$ cat src/wgs_pkg.sv
// Shared types, constants and the sigmoid table of the windowed gate sigmoid layer.
package wgs_pkg;

  localparam int MAX_GATES_DEF       = 8;
  localparam int MAX_FEATURES_DEF    = 16;
  localparam int MAX_WINDOW_HALF_DEF = 1;

  localparam int CFG_ADDR_W = 4;
  localparam int CFG_DATA_W = 32;

  // Input item operation codes.
  localparam logic [1:0] FUNC_WR_WEIGHT  = 2'd0;
  localparam logic [1:0] FUNC_WR_FEATURE = 2'd1;
  localparam logic [1:0] FUNC_COMPUTE    = 2'd2;

  // Configuration register indexes (paddr[3:2]).
  localparam logic [1:0] REG_WINDOW_HALF  = 2'd0;
  localparam logic [1:0] REG_NUM_FEATURES = 2'd1;
  localparam logic [1:0] REG_NUM_GATES    = 2'd2;

  localparam logic       WH_RST = 1'b1;
  localparam logic [4:0] NF_RST = 5'd16;
  localparam logic [3:0] NG_RST = 4'd8;

  localparam logic [63:0] EXP_STEP = 64'd4034748383;

  typedef struct packed {
    logic [1:0]         func;
    logic [2:0]         gate_index;
    logic [1:0]         slot_index;
    logic [3:0]         feature_index;
    logic               is_bias;
    logic signed [15:0] data_value;
    logic [2:0]         slot_valid_mask;
  } in_item_t;

  typedef struct packed {
    logic [2:0]  out_gate;
    logic [15:0] gate_value;
    logic        last;
  } out_item_t;

  typedef struct packed {
    logic issue;
    logic bias;
    logic acc_clr;
  } mac_ctl_t;

  typedef enum logic [1:0] {
    ST_IDLE,
    ST_ISSUE,
    ST_DRAIN,
    ST_EMIT
  } seq_state_t;

  typedef logic [255:0][15:0] sig_rom_t;

  // Shift-and-subtract division, evaluated only while the table is built.
  function automatic logic [63:0] udiv64(input logic [63:0] num, input logic [63:0] den);
    logic [64:0] rem;
    logic [63:0] q;
    rem = '0;
    q   = '0;
    for (int i = 63; i >= 0; i--) begin
      rem = {rem[63:0], num[i]};
      if (rem >= {1'b0, den}) begin
        rem  = rem - {1'b0, den};
        q[i] = 1'b1;
      end
    end
    return q;
  endfunction

  // Entry i stands for x = (i-128)/16; d walks e^(-k/16) in Q32.
  function automatic sig_rom_t build_sig_rom();
    logic [63:0]  d;
    logic [63:0]  den;
    logic [63:0]  v;
    logic [127:0] p;
    sig_rom_t     t;
    t = '0;
    d = 64'h1_0000_0000;
    for (int k = 0; k <= 128; k++) begin
      den = 64'h1_0000_0000 + d;
      if (k <= 127) begin
        v = udiv64(64'h1_0000_0000_0000 + (den >> 1), den);
        t[128 + k] = (v > 64'd65535) ? 16'hFFFF : v[15:0];
      end
      if (k >= 1) begin
        v = udiv64((d << 16) + (den >> 1), den);
        t[128 - k] = (v > 64'd65535) ? 16'hFFFF : v[15:0];
      end
      p = {64'd0, d} * {64'd0, EXP_STEP} + 128'h8000_0000;
      d = p[95:32];
    end
    return t;
  endfunction

  localparam sig_rom_t SIG_ROM = build_sig_rom();

endpackage

$ cat src/wgs_cfg.sv
// Configuration register file with the APB-style port and the clamped register values.
module wgs_cfg #(
  parameter int MAX_GATES       = wgs_pkg::MAX_GATES_DEF,
  parameter int MAX_FEATURES    = wgs_pkg::MAX_FEATURES_DEF,
  parameter int MAX_WINDOW_HALF = wgs_pkg::MAX_WINDOW_HALF_DEF,
  localparam int NF_W   = $clog2(MAX_FEATURES + 1),
  localparam int GCNT_W = $clog2(MAX_GATES + 1)
) (
  input  logic                           clk,
  input  logic                           rst_n,
  input  logic                           cfg_psel,
  input  logic                           cfg_penable,
  input  logic                           cfg_pwrite,
  input  logic [wgs_pkg::CFG_ADDR_W-1:0] cfg_paddr,
  input  logic [wgs_pkg::CFG_DATA_W-1:0] cfg_pwdata,
  output logic [wgs_pkg::CFG_DATA_W-1:0] cfg_prdata,
  output logic                           cfg_pready,
  output logic                           wh_eff,
  output logic [NF_W-1:0]                nf_eff,
  output logic [GCNT_W-1:0]              ng_eff
);

  logic       wh_r;
  logic [4:0] nf_r;
  logic [3:0] ng_r;
  logic       wr_en;
  logic [1:0] reg_idx;

  assign cfg_pready = 1'b1;
  assign wr_en      = cfg_psel && cfg_penable && cfg_pwrite;
  assign reg_idx    = cfg_paddr[3:2];

  always_ff @(posedge clk) begin
    if (!rst_n) begin
      wh_r <= wgs_pkg::WH_RST;
      nf_r <= wgs_pkg::NF_RST;
      ng_r <= wgs_pkg::NG_RST;
    end else if (wr_en) begin
      case (reg_idx)
        wgs_pkg::REG_WINDOW_HALF:  wh_r <= cfg_pwdata[0];
        wgs_pkg::REG_NUM_FEATURES: nf_r <= cfg_pwdata[4:0];
        wgs_pkg::REG_NUM_GATES:    ng_r <= cfg_pwdata[3:0];
        default: ;
      endcase
    end
  end

  always_comb begin
    case (reg_idx)
      wgs_pkg::REG_WINDOW_HALF:  cfg_prdata = {31'd0, wh_r};
      wgs_pkg::REG_NUM_FEATURES: cfg_prdata = {27'd0, nf_r};
      wgs_pkg::REG_NUM_GATES:    cfg_prdata = {28'd0, ng_r};
      default:                   cfg_prdata = '0;
    endcase
  end

  // Register values beyond the built sizes saturate to those sizes.
  assign wh_eff = (MAX_WINDOW_HALF == 0) ? 1'b0 : wh_r;
  assign nf_eff = NF_W'((32'(nf_r) > MAX_FEATURES) ? MAX_FEATURES : 32'(nf_r));
  assign ng_eff = GCNT_W'((32'(ng_r) > MAX_GATES) ? MAX_GATES : 32'(ng_r));

endmodule

$ cat config.mk
export PLATFORM = sky130hd
export DESIGN_NAME = wgs_cfg
export DESIGN_NICKNAME = d
export VERILOG_FILES = /design/src/wgs_pkg.sv /design/src/wgs_cfg.sv
export SDC_FILE = /design/constraint.sdc
export NUM_CORES = 1
export LEC_CHECK = 0
export BUFFER_PORTS_ARGS = -buffer_cell sky130_fd_sc_hd__buf_2
export CORE_ASPECT_RATIO = 1.1
export CORE_MARGIN = 3
export CORE_UTILIZATION = 30
export CTS_CLUSTER_SIZE = 10
export DETAILED_ROUTE_END_ITERATION = 6
export HOLD_SLACK_MARGIN = 0.15
export PLACE_DENSITY = 0.69
export SYNTH_ARGS = -nofsm -noshare
export SYNTH_HDL_FRONTEND = slang
export SYNTH_SLANG_ARGS = --single-unit
$ cat constraint.sdc
create_clock -name clk -period 0.8 [get_ports clk]
set_input_delay 0 -clock clk [delete_from_list [all_inputs] [get_ports clk]]
set_output_delay 0 -clock clk [all_outputs]
set_load 0.1 [all_outputs]
==> results_dict.tcl <==
set metrics [dict create \
    outcome "finished, violations left" \
    violations "negative setup slack" \
    die_y_um 58.8 \
    combPwrFrac 0.505 \
    number_of_antenna_violations_at_the_first_check_in_global_routing 0 \
    groute.usage.overall 0.123 \
    net-switching-power_w 0.000943 \
    antennaDiodeCount 0 \
    numCtsBuffers 3 \
    detail_route.wirelength_mm 1.73 \
    routed_wire_length_per_instance_um 11.0 \
    fin_total_pwr_w 0.00178 \
    die_area_um2 3180 \
    layout-drive-gt1-share 0.504 \
    final_max_slew_viol_count 0 \
    layout_worst_path_cycle_share 1.32 \
    multi_input_area_um2 515 \
    cts.sink_count 10 \
    critical_path.n_buffers_inverters 1 \
    p_leak_nw 0.554 \
    finalHoldViolCount 0 \
    maxCapViolCount 0 \
    vias 638 \
    maximum_number_of_pins_on_one_net_before_global_route_repair 15 \
    worstSetupPathType "reg -> out" \
    total_congestion_overflow_after_global_routing 0 \
    cp.required_ps 800 \
    io_pins 84 \
    final_cell_mix "conb_1, buf_12, nand2_1, buf_2" \
    gpl.final_weighted_congestion 0.834 \
    latest_clock_arrival_within_the_worst_skew_pair_ps 260 \
    sw_frac_of_total 0.529 \
    path_max_fanout 6 \
    netlist_top_cells_area "buf_4, dfxtp_1, mux2i_1" \
    clock_tree.root_cell "clkbuf_4" \
    peakVddDrop_v 0.000778 \
    route.detailed.drc 0 \
    grt_pass1_wl_mm 2.84 \
    setup_slack_ps -255 \
    min-delay-start "rst_n" \
    cts_buffer_depth 2 \
    fillers 209 \
    tritoncts "built" \
    setup_viol_count_final 16 \
    mappedNetlistArea_um2 761 \
    grt_pass1_vias 612 \
    clock.fmax_mhz 948 \
    arrival_ps 1050 \
    route.detailed.vias_per_inst 4.06 \
    sequential_cell_area_fraction_in_the_yosys_report 0.263 \
    portBuffers 26 \
    finalNetCount 169 \
    dpl_worst_slack_ps -63.4 \
    worstSetupStartpoint "ng_r[3]" \
    worstHoldPathType "in -> reg" \
    period_needed_ps 1050 \
    core.rowCount 18 \
    drt_pass1_iterations 2 \
    hpwlAfterDp_mm 1.35 \
    yosys_register_bits 10 \
    clock_skew_ps 0 \
    avgSynthCellArea_um2 8.27 \
    power.density_cell_area_nw_per_um2 1390 \
    area_growth_synth_to_finish_pct 69.2 \
    pwr-share-seq 0.285 \
    cellInternalPower_w 0.000841 \
    yosys_warnings 0 \
    clkTransAtPathRegs_ps 70 \
    critical_path.max_stage_delay_ps 390 \
    synth.largest_area_cell "buf_4" \
    synth_largest_type_area_fraction 0.286 \
    register_area_um2 223 \
    final_common_cell "conb_1" \
    syn-instance-count 92 \
    crit_end_element "primary output" \
    start_kind "register" \
    antenna_left 0 \
    worstPathCellList "a22o_4, buf_12" \
    power.share.clock 0.209 \
    cts-htree-levels 1 \
    die_x_um 54.0 \
    rr_startpoint "wh_eff" \
    core_area_um2 2320 \
    drt-initial-drc-count 2 \
    critical-path-slowest-cell "dfxtp_4" \
    critical_path.top_delay_family "flip-flops" \
    floorplan.initialDensity 0.328 \
    grt_setup_unrepaired "yes" \
    hold_bufs_at_cts 5 \
    ys_types 22 \
]
## cell type report
class,instances,area share
timing repair buffer,38,0.371
tap,30,0.0292
inverter,2,0.00583
sequential,10,0.173
multi-input combinational,73,0.400
clock buffer,4,0.0204
## cells by family (layout without fill, tap and decap cells)
family	Yosys count	after routing	share of synthesized area
buf+inv	35	44	0.326
compound gates	7	7	0.0773
mux	8	8	0.105
simple gates	30	30	0.219
flops	10	10	0.263
other cells	2	28	0.00987
## cells in the mapped netlist
cell type   n
nor2b_2     1
nor2b_1     7
nand2_1    12
and2_1      2
and3_4      1
a22o_1      3
nand3_1     3
conb_1      2
clkbuf_1    3
buf_6       1
a21boi_0    1
nor2_1      1
inv_1       2
nand3b_1    1
and2b_4     1
o211ai_2    1
buf_4      29
dfxtp_1    10
o211ai_1    1
o21ai_0     1
mux2i_1     8
and2_4      1
## power by group through the flow
stage	Sequential, W	Combinational (W)	Clock (W)
4_1_cts	0.000509	0.000899	0.000390
2_1_floorplan	0.000529	0.000846	0
6_report	0.000509	0.000902	0.000374
5_1_grt	0.000510	0.000930	0.000416
3_3_place_gp	0.000525	0.000864	0
3_5_place_dp	0.000525	0.000869	0
## worst register-to-register path, stage by stage (launching register included)
cell and delay (ps):
dfxtp_4 360, buf_6 120, a21boi_1 110, nand3b_1 150
## sequential cells by signal (all words and copies together) (netlist names)
name    flops
nf_r        5
ng_r        4
wh_eff      1
## timing repair
action | in CTS | in global routing
endpoints found under the setup margin | 15 | 16
pin swaps | 3 | 1
gates resized for setup | 8 | 3
buffers inserted | 3 | 1
endpoints found under the hold margin | 10 | 9
cloned | 0 | 0
## routing by layer
layer  vias to the layer above  part of all wire  track usage
met2                        37              0.51        0.202
met3                         2             0.096       0.0354
met1                       291              0.38        0.151
met4                         0            0.0098       0.0427
met5                         -                 0            0
li1                        308                 -            -
## final timing paths
kind / slack (ps) / endpoint / cells past startpoint
worst max-delay path: -250 / cfg_prdata[3] / 2
worst min-delay path: 30 / nf_r[4] / 2
worst max register to register: -50 / wh_eff / 3
worst min register to register: 480 / ng_r[0] / 2
## metrics by stage
step / utilization / cell area (um^2) / std cells / TNS, ps / hold WS, ps
after global routing: 0.555 / 1290 / 157 / -3440 / 50.3
after CTS: 0.554 / 1290 / 157 / -3110 / 24.4
after detailed placement: 0.499 / 1160 / 145 / -428 / 264
after global placement: 0.499 / 1160 / 145 / -167 / 260
final: 0.555 / 1290 / 157 / -2890 / 33.1
after floorplan: - / 971 / 118 / -978 / 142
(Power assumes the default switching activity.)
