==> src/wgs_pkg.sv <==
// Shared types, constants and the sigmoid table of the windowed gate sigmoid layer.
package wgs_pkg;

  localparam int MAX_GATES_DEF       = 8;
  localparam int MAX_FEATURES_DEF    = 16;
  localparam int MAX_WINDOW_HALF_DEF = 1;

  localparam int CFG_ADDR_W = 4;
  localparam int CFG_DATA_W = 32;

  // Input item operation codes.
  localparam logic [1:0] FUNC_WR_WEIGHT  = 2'd0;
  localparam logic [1:0] FUNC_WR_FEATURE = 2'd1;
  localparam logic [1:0] FUNC_COMPUTE    = 2'd2;

  // Configuration register indexes (paddr[3:2]).
  localparam logic [1:0] REG_WINDOW_HALF  = 2'd0;
  localparam logic [1:0] REG_NUM_FEATURES = 2'd1;
  localparam logic [1:0] REG_NUM_GATES    = 2'd2;

  localparam logic       WH_RST = 1'b1;
  localparam logic [4:0] NF_RST = 5'd16;
  localparam logic [3:0] NG_RST = 4'd8;

  localparam logic [63:0] EXP_STEP = 64'd4034748383;

  typedef struct packed {
    logic [1:0]         func;
    logic [2:0]         gate_index;
    logic [1:0]         slot_index;
    logic [3:0]         feature_index;
    logic               is_bias;
    logic signed [15:0] data_value;
    logic [2:0]         slot_valid_mask;
  } in_item_t;

  typedef struct packed {
    logic [2:0]  out_gate;
    logic [15:0] gate_value;
    logic        last;
  } out_item_t;

  typedef struct packed {
    logic issue;
    logic bias;
    logic acc_clr;
  } mac_ctl_t;

  typedef enum logic [1:0] {
    ST_IDLE,
    ST_ISSUE,
    ST_DRAIN,
    ST_EMIT
  } seq_state_t;

  typedef logic [255:0][15:0] sig_rom_t;

  // Shift-and-subtract division, evaluated only while the table is built.
  function automatic logic [63:0] udiv64(input logic [63:0] num, input logic [63:0] den);
    logic [64:0] rem;
    logic [63:0] q;
    rem = '0;
    q   = '0;
    for (int i = 63; i >= 0; i--) begin
      rem = {rem[63:0], num[i]};
      if (rem >= {1'b0, den}) begin
        rem  = rem - {1'b0, den};
        q[i] = 1'b1;
      end
    end
    return q;
  endfunction

  // Entry i stands for x = (i-128)/16; d walks e^(-k/16) in Q32.
  function automatic sig_rom_t build_sig_rom();
    logic [63:0]  d;
    logic [63:0]  den;
    logic [63:0]  v;
    logic [127:0] p;
    sig_rom_t     t;
    t = '0;
    d = 64'h1_0000_0000;
    for (int k = 0; k <= 128; k++) begin
      den = 64'h1_0000_0000 + d;
      if (k <= 127) begin
        v = udiv64(64'h1_0000_0000_0000 + (den >> 1), den);
        t[128 + k] = (v > 64'd65535) ? 16'hFFFF : v[15:0];
      end
      if (k >= 1) begin
        v = udiv64((d << 16) + (den >> 1), den);
        t[128 - k] = (v > 64'd65535) ? 16'hFFFF : v[15:0];
      end
      p = {64'd0, d} * {64'd0, EXP_STEP} + 128'h8000_0000;
      d = p[95:32];
    end
    return t;
  endfunction

  localparam sig_rom_t SIG_ROM = build_sig_rom();

endpackage

==> src/wgs_seq.sv <==
// Sequencer: walks gates, slots and features for the shared MAC and holds the result register.
module wgs_seq #(
  parameter int MAX_GATES       = wgs_pkg::MAX_GATES_DEF,
  parameter int MAX_FEATURES    = wgs_pkg::MAX_FEATURES_DEF,
  parameter int MAX_WINDOW_HALF = wgs_pkg::MAX_WINDOW_HALF_DEF,
  localparam int SLOTS    = 2 * MAX_WINDOW_HALF + 1,
  localparam int STRIDE   = MAX_FEATURES * SLOTS + 1,
  localparam int BIAS_OFS = MAX_FEATURES * SLOTS,
  localparam int WDEPTH   = MAX_GATES * STRIDE,
  localparam int FDEPTH   = SLOTS * MAX_FEATURES,
  localparam int WADDR_W  = $clog2(WDEPTH),
  localparam int FADDR_W  = (FDEPTH > 1) ? $clog2(FDEPTH) : 1,
  localparam int NF_W     = $clog2(MAX_FEATURES + 1),
  localparam int GCNT_W   = $clog2(MAX_GATES + 1),
  localparam int GIDX_W   = (MAX_GATES > 1) ? $clog2(MAX_GATES) : 1,
  localparam int FIDX_W   = (MAX_FEATURES > 1) ? $clog2(MAX_FEATURES) : 1,
  localparam int SCNT_W   = $clog2(SLOTS + 1)
) (
  input  logic               clk,
  input  logic               rst_n,
  input  logic               in_valid,
  output logic               in_stall,
  input  wgs_pkg::in_item_t  in_item,
  output logic               in_acc,
  output logic               out_valid,
  input  logic               out_stall,
  output wgs_pkg::out_item_t out_item,
  input  logic               wh_eff,
  input  logic [NF_W-1:0]    nf_eff,
  input  logic [GCNT_W-1:0]  ng_eff,
  output wgs_pkg::mac_ctl_t  ctl,
  output logic [WADDR_W-1:0] waddr,
  output logic [FADDR_W-1:0] faddr,
  input  logic               acc_done,
  input  logic [15:0]        sig_value
);

  wgs_pkg::seq_state_t state_r, state_nxt;
  logic [GIDX_W-1:0]   g_r, g_nxt;
  logic [SCNT_W-1:0]   s_r, s_nxt;
  logic [FIDX_W-1:0]   f_r, f_nxt;
  logic [2:0]          mask_r, mask_nxt;
  logic [NF_W-1:0]     nf_r, nf_nxt;
  logic [GCNT_W-1:0]   ng_r, ng_nxt;
  logic [SCNT_W-1:0]   lo_r, lo_nxt;
  logic [SCNT_W-1:0]   hi_r, hi_nxt;
  logic                out_valid_r, out_valid_nxt;
  wgs_pkg::out_item_t  out_item_r, out_item_nxt;

  logic [2:0]  mask_sh;
  logic        slot_on;
  logic        f_last;
  logic        g_last;
  logic        out_free;
  logic [SCNT_W-1:0] lo_new;

  assign in_stall  = (state_r != wgs_pkg::ST_IDLE);
  assign in_acc    = in_valid && (state_r == wgs_pkg::ST_IDLE);
  assign out_valid = out_valid_r;
  assign out_item  = out_item_r;

  assign mask_sh = mask_r >> s_r;
  assign slot_on = mask_sh[0] && (nf_r != '0);
  assign f_last  = ((NF_W'(f_r) + NF_W'(1)) == nf_r);
  assign g_last  = ((GCNT_W'(g_r) + GCNT_W'(1)) == ng_r);
  assign out_free = !out_valid_r || !out_stall;
  assign lo_new  = SCNT_W'(MAX_WINDOW_HALF) - SCNT_W'(wh_eff);

  assign faddr = FADDR_W'(32'(s_r) * MAX_FEATURES + 32'(f_r));

  always_comb begin
    state_nxt     = state_r;
    g_nxt         = g_r;
    s_nxt         = s_r;
    f_nxt         = f_r;
    mask_nxt      = mask_r;
    nf_nxt        = nf_r;
    ng_nxt        = ng_r;
    lo_nxt        = lo_r;
    hi_nxt        = hi_r;
    out_valid_nxt = out_valid_r && out_stall;
    out_item_nxt  = out_item_r;
    ctl           = '0;
    waddr         = WADDR_W'(32'(g_r) * STRIDE + 32'(s_r) * MAX_FEATURES + 32'(f_r));

    case (state_r)
      wgs_pkg::ST_IDLE: begin
        if (in_valid && (in_item.func == wgs_pkg::FUNC_COMPUTE) && (ng_eff != '0)) begin
          mask_nxt    = in_item.slot_valid_mask;
          nf_nxt      = nf_eff;
          ng_nxt      = ng_eff;
          lo_nxt      = lo_new;
          hi_nxt      = SCNT_W'(MAX_WINDOW_HALF) + SCNT_W'(wh_eff);
          g_nxt       = '0;
          s_nxt       = lo_new;
          f_nxt       = '0;
          ctl.acc_clr = 1'b1;
          state_nxt   = wgs_pkg::ST_ISSUE;
        end
      end
      wgs_pkg::ST_ISSUE: begin
        if (s_r <= hi_r) begin
          // A slot outside the sequence advances the slot without an issue.
          if (slot_on) begin
            ctl.issue = 1'b1;
            if (f_last) begin
              f_nxt = '0;
              s_nxt = s_r + SCNT_W'(1);
            end else begin
              f_nxt = f_r + FIDX_W'(1);
            end
          end else begin
            s_nxt = s_r + SCNT_W'(1);
          end
        end else begin
          ctl.issue = 1'b1;
          ctl.bias  = 1'b1;
          waddr     = WADDR_W'(32'(g_r) * STRIDE + BIAS_OFS);
          state_nxt = wgs_pkg::ST_DRAIN;
        end
      end
      wgs_pkg::ST_DRAIN: begin
        if (acc_done) begin
          state_nxt = wgs_pkg::ST_EMIT;
        end
      end
      wgs_pkg::ST_EMIT: begin
        if (out_free) begin
          out_valid_nxt           = 1'b1;
          out_item_nxt.out_gate   = 3'(g_r);
          out_item_nxt.gate_value = sig_value;
          out_item_nxt.last       = g_last;
          if (g_last) begin
            state_nxt = wgs_pkg::ST_IDLE;
          end else begin
            g_nxt       = g_r + GIDX_W'(1);
            s_nxt       = lo_r;
            f_nxt       = '0;
            ctl.acc_clr = 1'b1;
            state_nxt   = wgs_pkg::ST_ISSUE;
          end
        end
      end
      default: begin
        state_nxt = wgs_pkg::ST_IDLE;
      end
    endcase
  end

  always_ff @(posedge clk) begin
    if (!rst_n) begin
      state_r     <= wgs_pkg::ST_IDLE;
      out_valid_r <= 1'b0;
    end else begin
      state_r     <= state_nxt;
      out_valid_r <= out_valid_nxt;
    end
  end

  always_ff @(posedge clk) begin
    g_r        <= g_nxt;
    s_r        <= s_nxt;
    f_r        <= f_nxt;
    mask_r     <= mask_nxt;
    nf_r       <= nf_nxt;
    ng_r       <= ng_nxt;
    lo_r       <= lo_nxt;
    hi_r       <= hi_nxt;
    out_item_r <= out_item_nxt;
  end

endmodule

==> config.mk <==
export PLATFORM = sky130hd
export DESIGN_NAME = wgs_seq
export DESIGN_NICKNAME = d
export VERILOG_FILES = /design/src/wgs_pkg.sv /design/src/wgs_seq.sv
export SDC_FILE = /design/constraint.sdc
export NUM_CORES = 1
export LEC_CHECK = 0
export ABC_CLOCK_PERIOD_IN_PS = 3470
export BUFFER_PORTS_ARGS = -buffer_cell sky130_fd_sc_hd__buf_2
export CORE_AREA = 4 4 76 78
export DETAILED_ROUTE_END_ITERATION = 16
export DIE_AREA = 0 0 80 82
export GPL_TIMING_DRIVEN = 0
export PLACE_DENSITY = 0.88
export SYNTH_ARGS = -nofsm -noshare
export SYNTH_HDL_FRONTEND = slang
export SYNTH_SLANG_ARGS = --single-unit
export TNS_END_PERCENT = 100
==> constraint.sdc <==
create_clock -name clk -period 3.47 [get_ports clk]
set_input_delay 0.347 -clock clk [delete_from_list [all_inputs] [get_ports clk]]
set_output_delay 0.347 -clock clk [all_outputs]
set_load 0.01 [all_outputs]
==> results of run 1 <==
[sequential cells by signal, summed over array words and instances (netlist names)]
signal	count
nf_r	5
hi_r	2
ng_r	4
state_r	2
mask_r	3
out_item	20
out_valid	1
g_r	3
f_r	4
s_r	2
[layout by cell type (no fill, tap or decap), types with 3 or more instances in the layout]
cell / netlist / final
buf_2: 2 / 78
edfxtp_1: 43 / 43
ha_1: 19 / 19
inv_1: 16 / 16
nor2_1: 12 / 12
a21oi_1: 10 / 9
nand2_1: 9 / 9
xnor2_1: 9 / 9
xor2_1: 8 / 8
nor2b_1: 5 / 5
clkbuf_8: 0 / 5
o21ai_1: 3 / 3
o21ai_0: 3 / 3
dfxtp_1: 3 / 3
[area by class of cell]
class | count | area [µm²]
Timing Repair Buffer | 78 | 403
Clock inverter | 3 | 25.0
Buffer | 3 | 13.8
Inverter | 17 | 63.8
Clock buffer | 5 | 68.8
Tap cell | 70 | 87.6
Fill cell | 419 | 2070
Sequential cell | 46 | 1350
Multi-Input combinational cell | 122 | 990
[logic make-up after synthesis]
kind of cell	Yosys count
compound gates	40
xor+xnor	17
fa+ha+maj	20
buf+inv	20
flops	46
mux	2
simple gates	43
[cells in the mapped netlist, drive strengths merged (2+ instances only)]
cell type	instances
o21ai	6
ha	19
xor2	8
o31ai	3
a21oi	10
nor2b	5
xnor2	9
and2	3
edfxtp	43
a21o	2
o211ai	3
nor2	12
o21a	2
inv	17
buf	2
nand3	2
dfxtp	3
nand2	9
a211oi	3
a2111oi	3
nor4	2
mux2i	2
[worst paths after layout]
kind	slack, ns	end	startpoint	cells after the start
setup / recovery	0.41	waddr[7]	g_r[0]	9
hold / removal	0.21	out_item[15]	sig_value[14]	1
setup reg to reg	0.49	f_r[0]	s_r[1]	6
hold reg to reg	0.59	out_valid	out_valid	2
[per-layer routing]
metal	routed length [µm]	GRT usage
met5	0	0
met1	1830	0.169
met3	282	0.0395
met2	2730	0.287
met4	94	0.0591
[report_power, final]
group          internal (mW)  leakage (nW)  switching [mW]  total [mW]
combinational          0.525         0.809           0.717        1.24
clock                  0.145        0.0447           0.182       0.327
sequential             0.711         0.419          0.0962       0.807
[metrics by stage]
stage	TNS (ns)	setup WS, ns	std cells
5_1_grt	0	0.241	344
6_report	0	0.407	344
2_1_floorplan	0	0.360	188
3_3_place_gp	-0.157	-0.157	334
3_5_place_dp	0	0.230	336
4_1_cts	0	0.220	344
==> results.cfg, run 1 <==
[route]
viasPerCell = 5.08
drt_wl_total_mm = 4.94
drc = 0
vias = 1749
wl_per_cell_um = 14.4
ant_nets = 0
drt-initial-drc-count = 60
dr.pass1.iters = 5

[grt]
gr-total-overflow = 0
grt_pass1_wl_mm = 7.65
antenna_found_initial = 0
grt_util_all_layers = 0.155
first_global_vias = 1644
grt_max_degree = 18

[floorplan]
die_y_um = 82
num_rows = 26
ios = 103
die_area_um2 = 6560
die_w_um = 80
core_area_um2 = 5070
start_util = 0.474

[yosys]
synth_fp_nets = 270
synth_xor_xnor_area_share = 0.0619
syn_inst = 188
synth_top_family_by_area = compound AO/OA/AOI/OAI gates
synth_top_flop_cell = edfxtp_1
synth-edff-count = 43
yosysWarnings = 0
synth-compound-area-share = 0.135
synth-seq-cells = 46
synthMuxAreaShare = 0.00832
syn-mean-instance-area_um2 = 12.8
synthTopCellsByArea = edfxtp_1 54%, ha_1 9.9%, xnor2_1 3.3%, xor2_1 2.9%, dfxtp_1 2.5%
seq_area_frac_synth = 0.561
yosysTopAreaCellShare = 0.536
syn-cell-area_um2 = 2410
synth_cell_types = 50
synthSimpleGateAreaFrac = 0.0941
synth_fa_ha_area_frac = 0.107
synth-async-reset-ratio = 0
synth_area_leader_cell = edfxtp_1

[layout]
finalNetCount = 355
drive_above_1_share = 0.365
n_antenna_cell = 0
fin_area_um2 = 3000
area_growth_pct = 24.7
final_util = 0.592

[critical_path]
crit_buf_inv = 4
cp-start-kind = register
path_cells = buf_2 > inv_1 > ha_1 > ha_1 > inv_1 > o31a_1 > a21oi_1 > xor2_1 > buf_2
endpoint_kind = primary output
slowest_stage = edfxtp_1
slowest_delay_ns = 0.45
cp.arrival_ns = 2.72
critPathMaxFanout = 7
critPathRequiredTime_ns = 3.12
critPathTopFamily = adder cells
critical_path_class = register to primary output

[timing]
rsz0062_at_grt = no
slew_violations = 0
post-route-period-util = 0.883
hold_viol_final = 0
clock_skew_ns = 0.00644
maxClockFrequency_mhz = 326
hold_ws_ns = 0.212
setup_viol = 0
tightest_slew_ns = 0.981
max_slew_margin = 0.344
min_period_ns = 3.06

[placed_design]
io_buffers = 76
place_congestion = 0.788
dp_hpwl_mm = 4.07
dpl_cell_area_um2 = 2910

[clocking]
cts_inserted_buffers = 5
cts_tree = done
clkLatencyLatePin_ns = 0.30
cts_resized = 0
htree_num_levels = 2
clkSinkCount = 46
clock-root-buffer = clkbuf_8
clock_path_buffers = 2
cts_hold_buf = 0
postCtsSetupBuffers = 0
path_clk_slew_ns = 0.09

[pwr]
power_density_nw_per_um2 = 791
peakVddDrop_mv = 0.447
p_total_mw = 2.38
p_leak_nw = 1.27

[status]
status = completed

[hold_path]
hold_path.class = input port to register

[run]
drv_cap = 0
Note: power is estimated with default switching activity, not from simulation.
==> run 2, diff against run 1 <==
--- a/config.mk
+++ b/config.mk
@@ -7,10 +7,11 @@
 export LEC_CHECK = 0
 export ABC_CLOCK_PERIOD_IN_PS = 3470
 export BUFFER_PORTS_ARGS = -buffer_cell sky130_fd_sc_hd__buf_2
-export CORE_AREA = 4 4 76 78
+export CORE_AREA = 4 4 87 69
 export DETAILED_ROUTE_END_ITERATION = 16
-export DIE_AREA = 0 0 80 82
+export DIE_AREA = 0 0 91 73
 export GPL_TIMING_DRIVEN = 0
+export HOLD_SLACK_MARGIN = 0.08
 export PLACE_DENSITY = 0.88
 export SYNTH_ARGS = -nofsm -noshare
 export SYNTH_HDL_FRONTEND = slang
==> results.cfg, run 2 (synthesis results as in run 1) <==
[placed_design]
dp_hpwl_mm = 3.95
dpl_cell_area_um2 = 2900
dp_cells = 328
place_congestion = 0.876
io_buffers = 76
dp_slack_ns = 0.328

[pwr]
power.internal_mw = 1.44
p_total_mw = 2.43
power_density_nw_per_um2 = 808
switchingPower_mw = 0.981
p_leak_nw = 1.28
seq_power_share = 0.334
p_clk_frac = 0.157
switching_share = 0.404
peakVddDrop_mv = 0.317
comb_power_share = 0.509

[status]
status = completed

[layout]
fin_area_um2 = 3000
final_util = 0.579
largest_reg_flops = 20
area_growth_pct = 24.6
fill_cells = 418
most-common-layout-cells = 78 x buf_2, 43 x edfxtp_1, 19 x ha_1
final_common_cell = buf_2
seq_area_um2 = 1350
multi_input_area_um2 = 988
fin_cells = 335
drive_above_1_share = 0.359
n_antenna_cell = 0
finalNetCount = 355

[grt]
grt_util_all_layers = 0.155
antenna_found_initial = 0
first_global_vias = 1764
gr-total-overflow = 0
grt_max_degree = 19
grt_pass1_wl_mm = 8.08

[timing]
hold_ws_ns = 0.218
post-route-period-util = 0.919
rsz0062_at_grt = no
tightest_slew_ns = 1.26
setup_slack_ns = 0.280
setup_tns_ns = 0
maxClockFrequency_mhz = 313
slew_violations = 0
max_slew_margin = 0.138
setup_viol = 0
min_period_ns = 3.19
clock_skew_ns = 0.00441
hold_viol_final = 0

[critical_path]
cp-start-kind = register
critPathRequiredTime_ns = 3.38
slowest_stage = a2111oi_0
crit_buf_inv = 2
endpoint_kind = register
startpoint = s_r[1]
critPathMaxFanout = 10
slowest_delay_ns = 1.09
path_cells = ha_1 > nor2b_1 > o211ai_2 > inv_2 > clkbuf_1 > a2111oi_0
cp.arrival_ns = 3.10
rrSetupSlack_ns = 0.28
timing.rr.start = s_r[1]
critPathTopFamily = compound AO/OA/AOI/OAI gates
critical_path_class = register to register

[clocking]
clkSinkCount = 46
clock_path_buffers = 2
path_clk_slew_ns = 0.08
clock-root-buffer = clkbuf_8
cts_hold_buf = 0
cts_tree = done
clkLatencyLatePin_ns = 0.30
cts_inserted_buffers = 5
htree_num_levels = 2
postCtsSetupBuffers = 0
cts_resized = 0

[floorplan]
ios = 103
num_rows = 23
die_area_um2 = 6640
core_area_um2 = 5180
die_w_um = 91
start_util = 0.465
die_y_um = 73

[route]
drt-initial-drc-count = 96
vias = 1763
wl_per_cell_um = 15.4
drc = 0
viasPerCell = 5.26
drt_wl_total_mm = 5.15
dr.pass1.iters = 4
ant_nets = 0

[hold_path]
hold_path.class = input port to register
min_from = sig_value[6]

[run]
drv_cap = 0
run 2: cell types whose count changed in the layout (fill, tap and decap cells not counted):
cell and delta:
a2111oi_0 +1, a2111oi_1 -1, bufinv_16 +1, clkinv_1 +1, clkinv_4 -1, clkinvlp_4 -1, inv_6 -1
run 2: cell type report:
cell class,instances,share of cell area
tap,62,0.0259
clock inverter,2,0.0113
timing repair buffer,78,0.134
sequential,46,0.450
buffer,3,0.00459
inverter,17,0.0213
multi-input combinational,122,0.329
clock buffer,5,0.0229
run 2: final timing paths:
kind	end	cells after the start
hold reg to reg	out_valid	2
setup / recovery	f_r[1]	6
setup reg to reg	f_r[1]	6
hold / removal	out_item[7]	1
run 2: routing by layer:
| layer | global-route usage | share of wire |
|---|---|---|
| met3 | 0.0464 | 0.058 |
| met1 | 0.179 | 0.41 |
| met2 | 0.270 | 0.51 |
| met4 | 0.0719 | 0.017 |
| met5 | 0 | 0 |
run 2: power by group through the flow:
| stage | registers (mW) | logic (mW) | clock network, mW |
|---|---|---|---|
| finish | 0.810 | 1.23 | 0.382 |
| global route | 0.823 | 1.37 | 0.409 |
| CTS | 0.811 | 1.24 | 0.382 |
| detailed placement | 0.823 | 1.23 | 0 |
| global placement | 0.817 | 1.18 | 0 |
| floorplan | 0.812 | 0.835 | 0 |
==> run 3, diff against run 2 <==
--- a/config.mk
+++ b/config.mk
@@ -7,12 +7,13 @@
 export LEC_CHECK = 0
 export ABC_CLOCK_PERIOD_IN_PS = 3470
 export BUFFER_PORTS_ARGS = -buffer_cell sky130_fd_sc_hd__buf_2
-export CORE_AREA = 4 4 87 69
+export CORE_AREA = 4 4 80 75
 export DETAILED_ROUTE_END_ITERATION = 16
-export DIE_AREA = 0 0 91 73
+export DIE_AREA = 0 0 84 79
 export GPL_TIMING_DRIVEN = 0
 export HOLD_SLACK_MARGIN = 0.08
-export PLACE_DENSITY = 0.88
+export PLACE_DENSITY = 0.87
+export RECOVER_POWER = 50
 export SYNTH_ARGS = -nofsm -noshare
 export SYNTH_HDL_FRONTEND = slang
 export SYNTH_SLANG_ARGS = --single-unit
==> results.cfg, run 3 (synthesis results as in run 1) <==
[status]
status = completed

[clocking]
cts_tree = done
htree_num_levels = 2
clkSinkCount = 46
path_clk_slew_ns = 0.09
postCtsSetupBuffers = 0
cts_hold_buf = 0
clkLatencyLatePin_ns = 0.29
clock_path_buffers = 2
cts_resized = 0
clock-root-buffer = clkbuf_8
cts_inserted_buffers = 5

[grt]
first_global_vias = 1650
gr-total-overflow = 0
grt_pass1_wl_mm = 7.71
antenna_found_initial = 0
grt_max_degree = 17
grt_util_all_layers = 0.147

[placed_design]
io_buffers = 76
place_congestion = 0.893
dp_hpwl_mm = 3.85

[route]
drt-initial-drc-count = 76
vias = 1692
drt_wl_total_mm = 4.83
dr.pass1.iters = 4
wl_per_cell_um = 14.1
viasPerCell = 4.95
drc = 0
ant_nets = 0

[pwr]
p_total_mw = 2.41
switching_share = 0.401
p_leak_nw = 1.20
power.internal_mw = 1.44
comb_power_share = 0.505
seq_power_share = 0.333
peakVddDrop_mv = 0.484
p_clk_frac = 0.162
power_density_nw_per_um2 = 809
switchingPower_mw = 0.967

[critical_path]
critical_path_class = register to primary output
rr_endpoint = f_r[3]
timing.rr.start = s_r[1]
endpoint_kind = primary output
cp-start-kind = register
rrSetupSlack_ns = 0.60
critPathRequiredTime_ns = 3.12
critPathMaxFanout = 7
cp.arrival_ns = 2.67
rr_worst_depth = 7

[layout]
fill_cells = 452
n_antenna_cell = 0
final_common_cell = buf_2
largest_reg_flops = 20
area_growth_pct = 23.9
drive_above_1_share = 0.255
finalNetCount = 356
final_util = 0.581
most-common-layout-cells = 48 x buf_2, 43 x edfxtp_1, 32 x clkbuf_1

[hold_path]
min_to = out_item[13]
hold_path.class = input port to register
hold-path-cell-count = 1
min_from = sig_value[12]

[floorplan]
die_w_um = 84
die_y_um = 79
core_area_um2 = 5130
die_area_um2 = 6640
ios = 103
start_util = 0.469
num_rows = 25

[timing]
min_period_ns = 3.02
setup_viol = 0
rsz0062_at_grt = no
post-route-period-util = 0.870
clock_skew_ns = 0.00960
hold_viol_final = 0
max_slew_margin = 0.550
tightest_slew_ns = 0.658
slew_violations = 0
maxClockFrequency_mhz = 331

[run]
drv_cap = 0
==> run 3: area by class of cell <==
cell class	instances	area, µm²	area share
well taps	67	83.8	0.0281
flip-flops and latches	46	1350	0.453
repair buffers	79	370	0.124
clock inverters	2	37.5	0.0126
clock buffers	6	72.6	0.0243
multi-input cells	122	988	0.332
plain buffers	3	13.8	0.00462
inverters	17	63.8	0.0214
==> run 3: layer usage <==
layer	vias up	part of all wire	wire, µm	GRT usage
met1	768	0.40	1930	0.170
met5	-	0	0	0
met3	4	0.053	258	0.0311
met2	54	0.53	2570	0.267
met4	0	0.015	71	0.0579
li1	866	-	-	-
==> run 3: per-stage QoR <==
step	instance area, µm²	cells	setup TNS, ns	hold slack (ns)	worst slack, ns
after floorplan	2410	188	0	0.446	0.360
after global placement	2870	331	-0.179	0.524	-0.179
after detailed placement	2900	333	0	0.525	0.308
after CTS	3010	341	0	0.214	0.297
after global routing	2980	342	0	0.206	0.316
final	2980	342	0	0.220	0.451
==> run 3: how the worst max path moves through the flow <==
stage / from / endpoint / cells past startpoint
after floorplan: state_r[0] / ctl[0] / 6
after global placement: state_r[0] / ctl[0] / 7
after detailed placement: s_r[1] / f_r[3] / 6
after CTS: s_r[1] / f_r[3] / 6
after global routing: f_r[0] / waddr[6] / 8
final: g_r[0] / waddr[7] / 9
==> run 3: power groups by stage <==
stage | clock [mW] | sequential, mW | combinational [mW]
detailed placement | 0 | 0.817 | 1.22
global placement | 0 | 0.817 | 1.18
CTS | 0.396 | 0.804 | 1.23
floorplan | 0 | 0.812 | 0.835
global route | 0.421 | 0.819 | 1.37
finish | 0.391 | 0.804 | 1.22
==> run 3: worst max-delay path, stage by stage, from the launching register on <==
cell and delay, ns:
edfxtp_1 0.46, buf_2 0.24, inv_1 0.07, ha_1 0.39, ha_1 0.35, inv_1 0.07, o31a_1 0.33, a21oi_1 0.19
xor2_1 0.15, buf_2 0.15
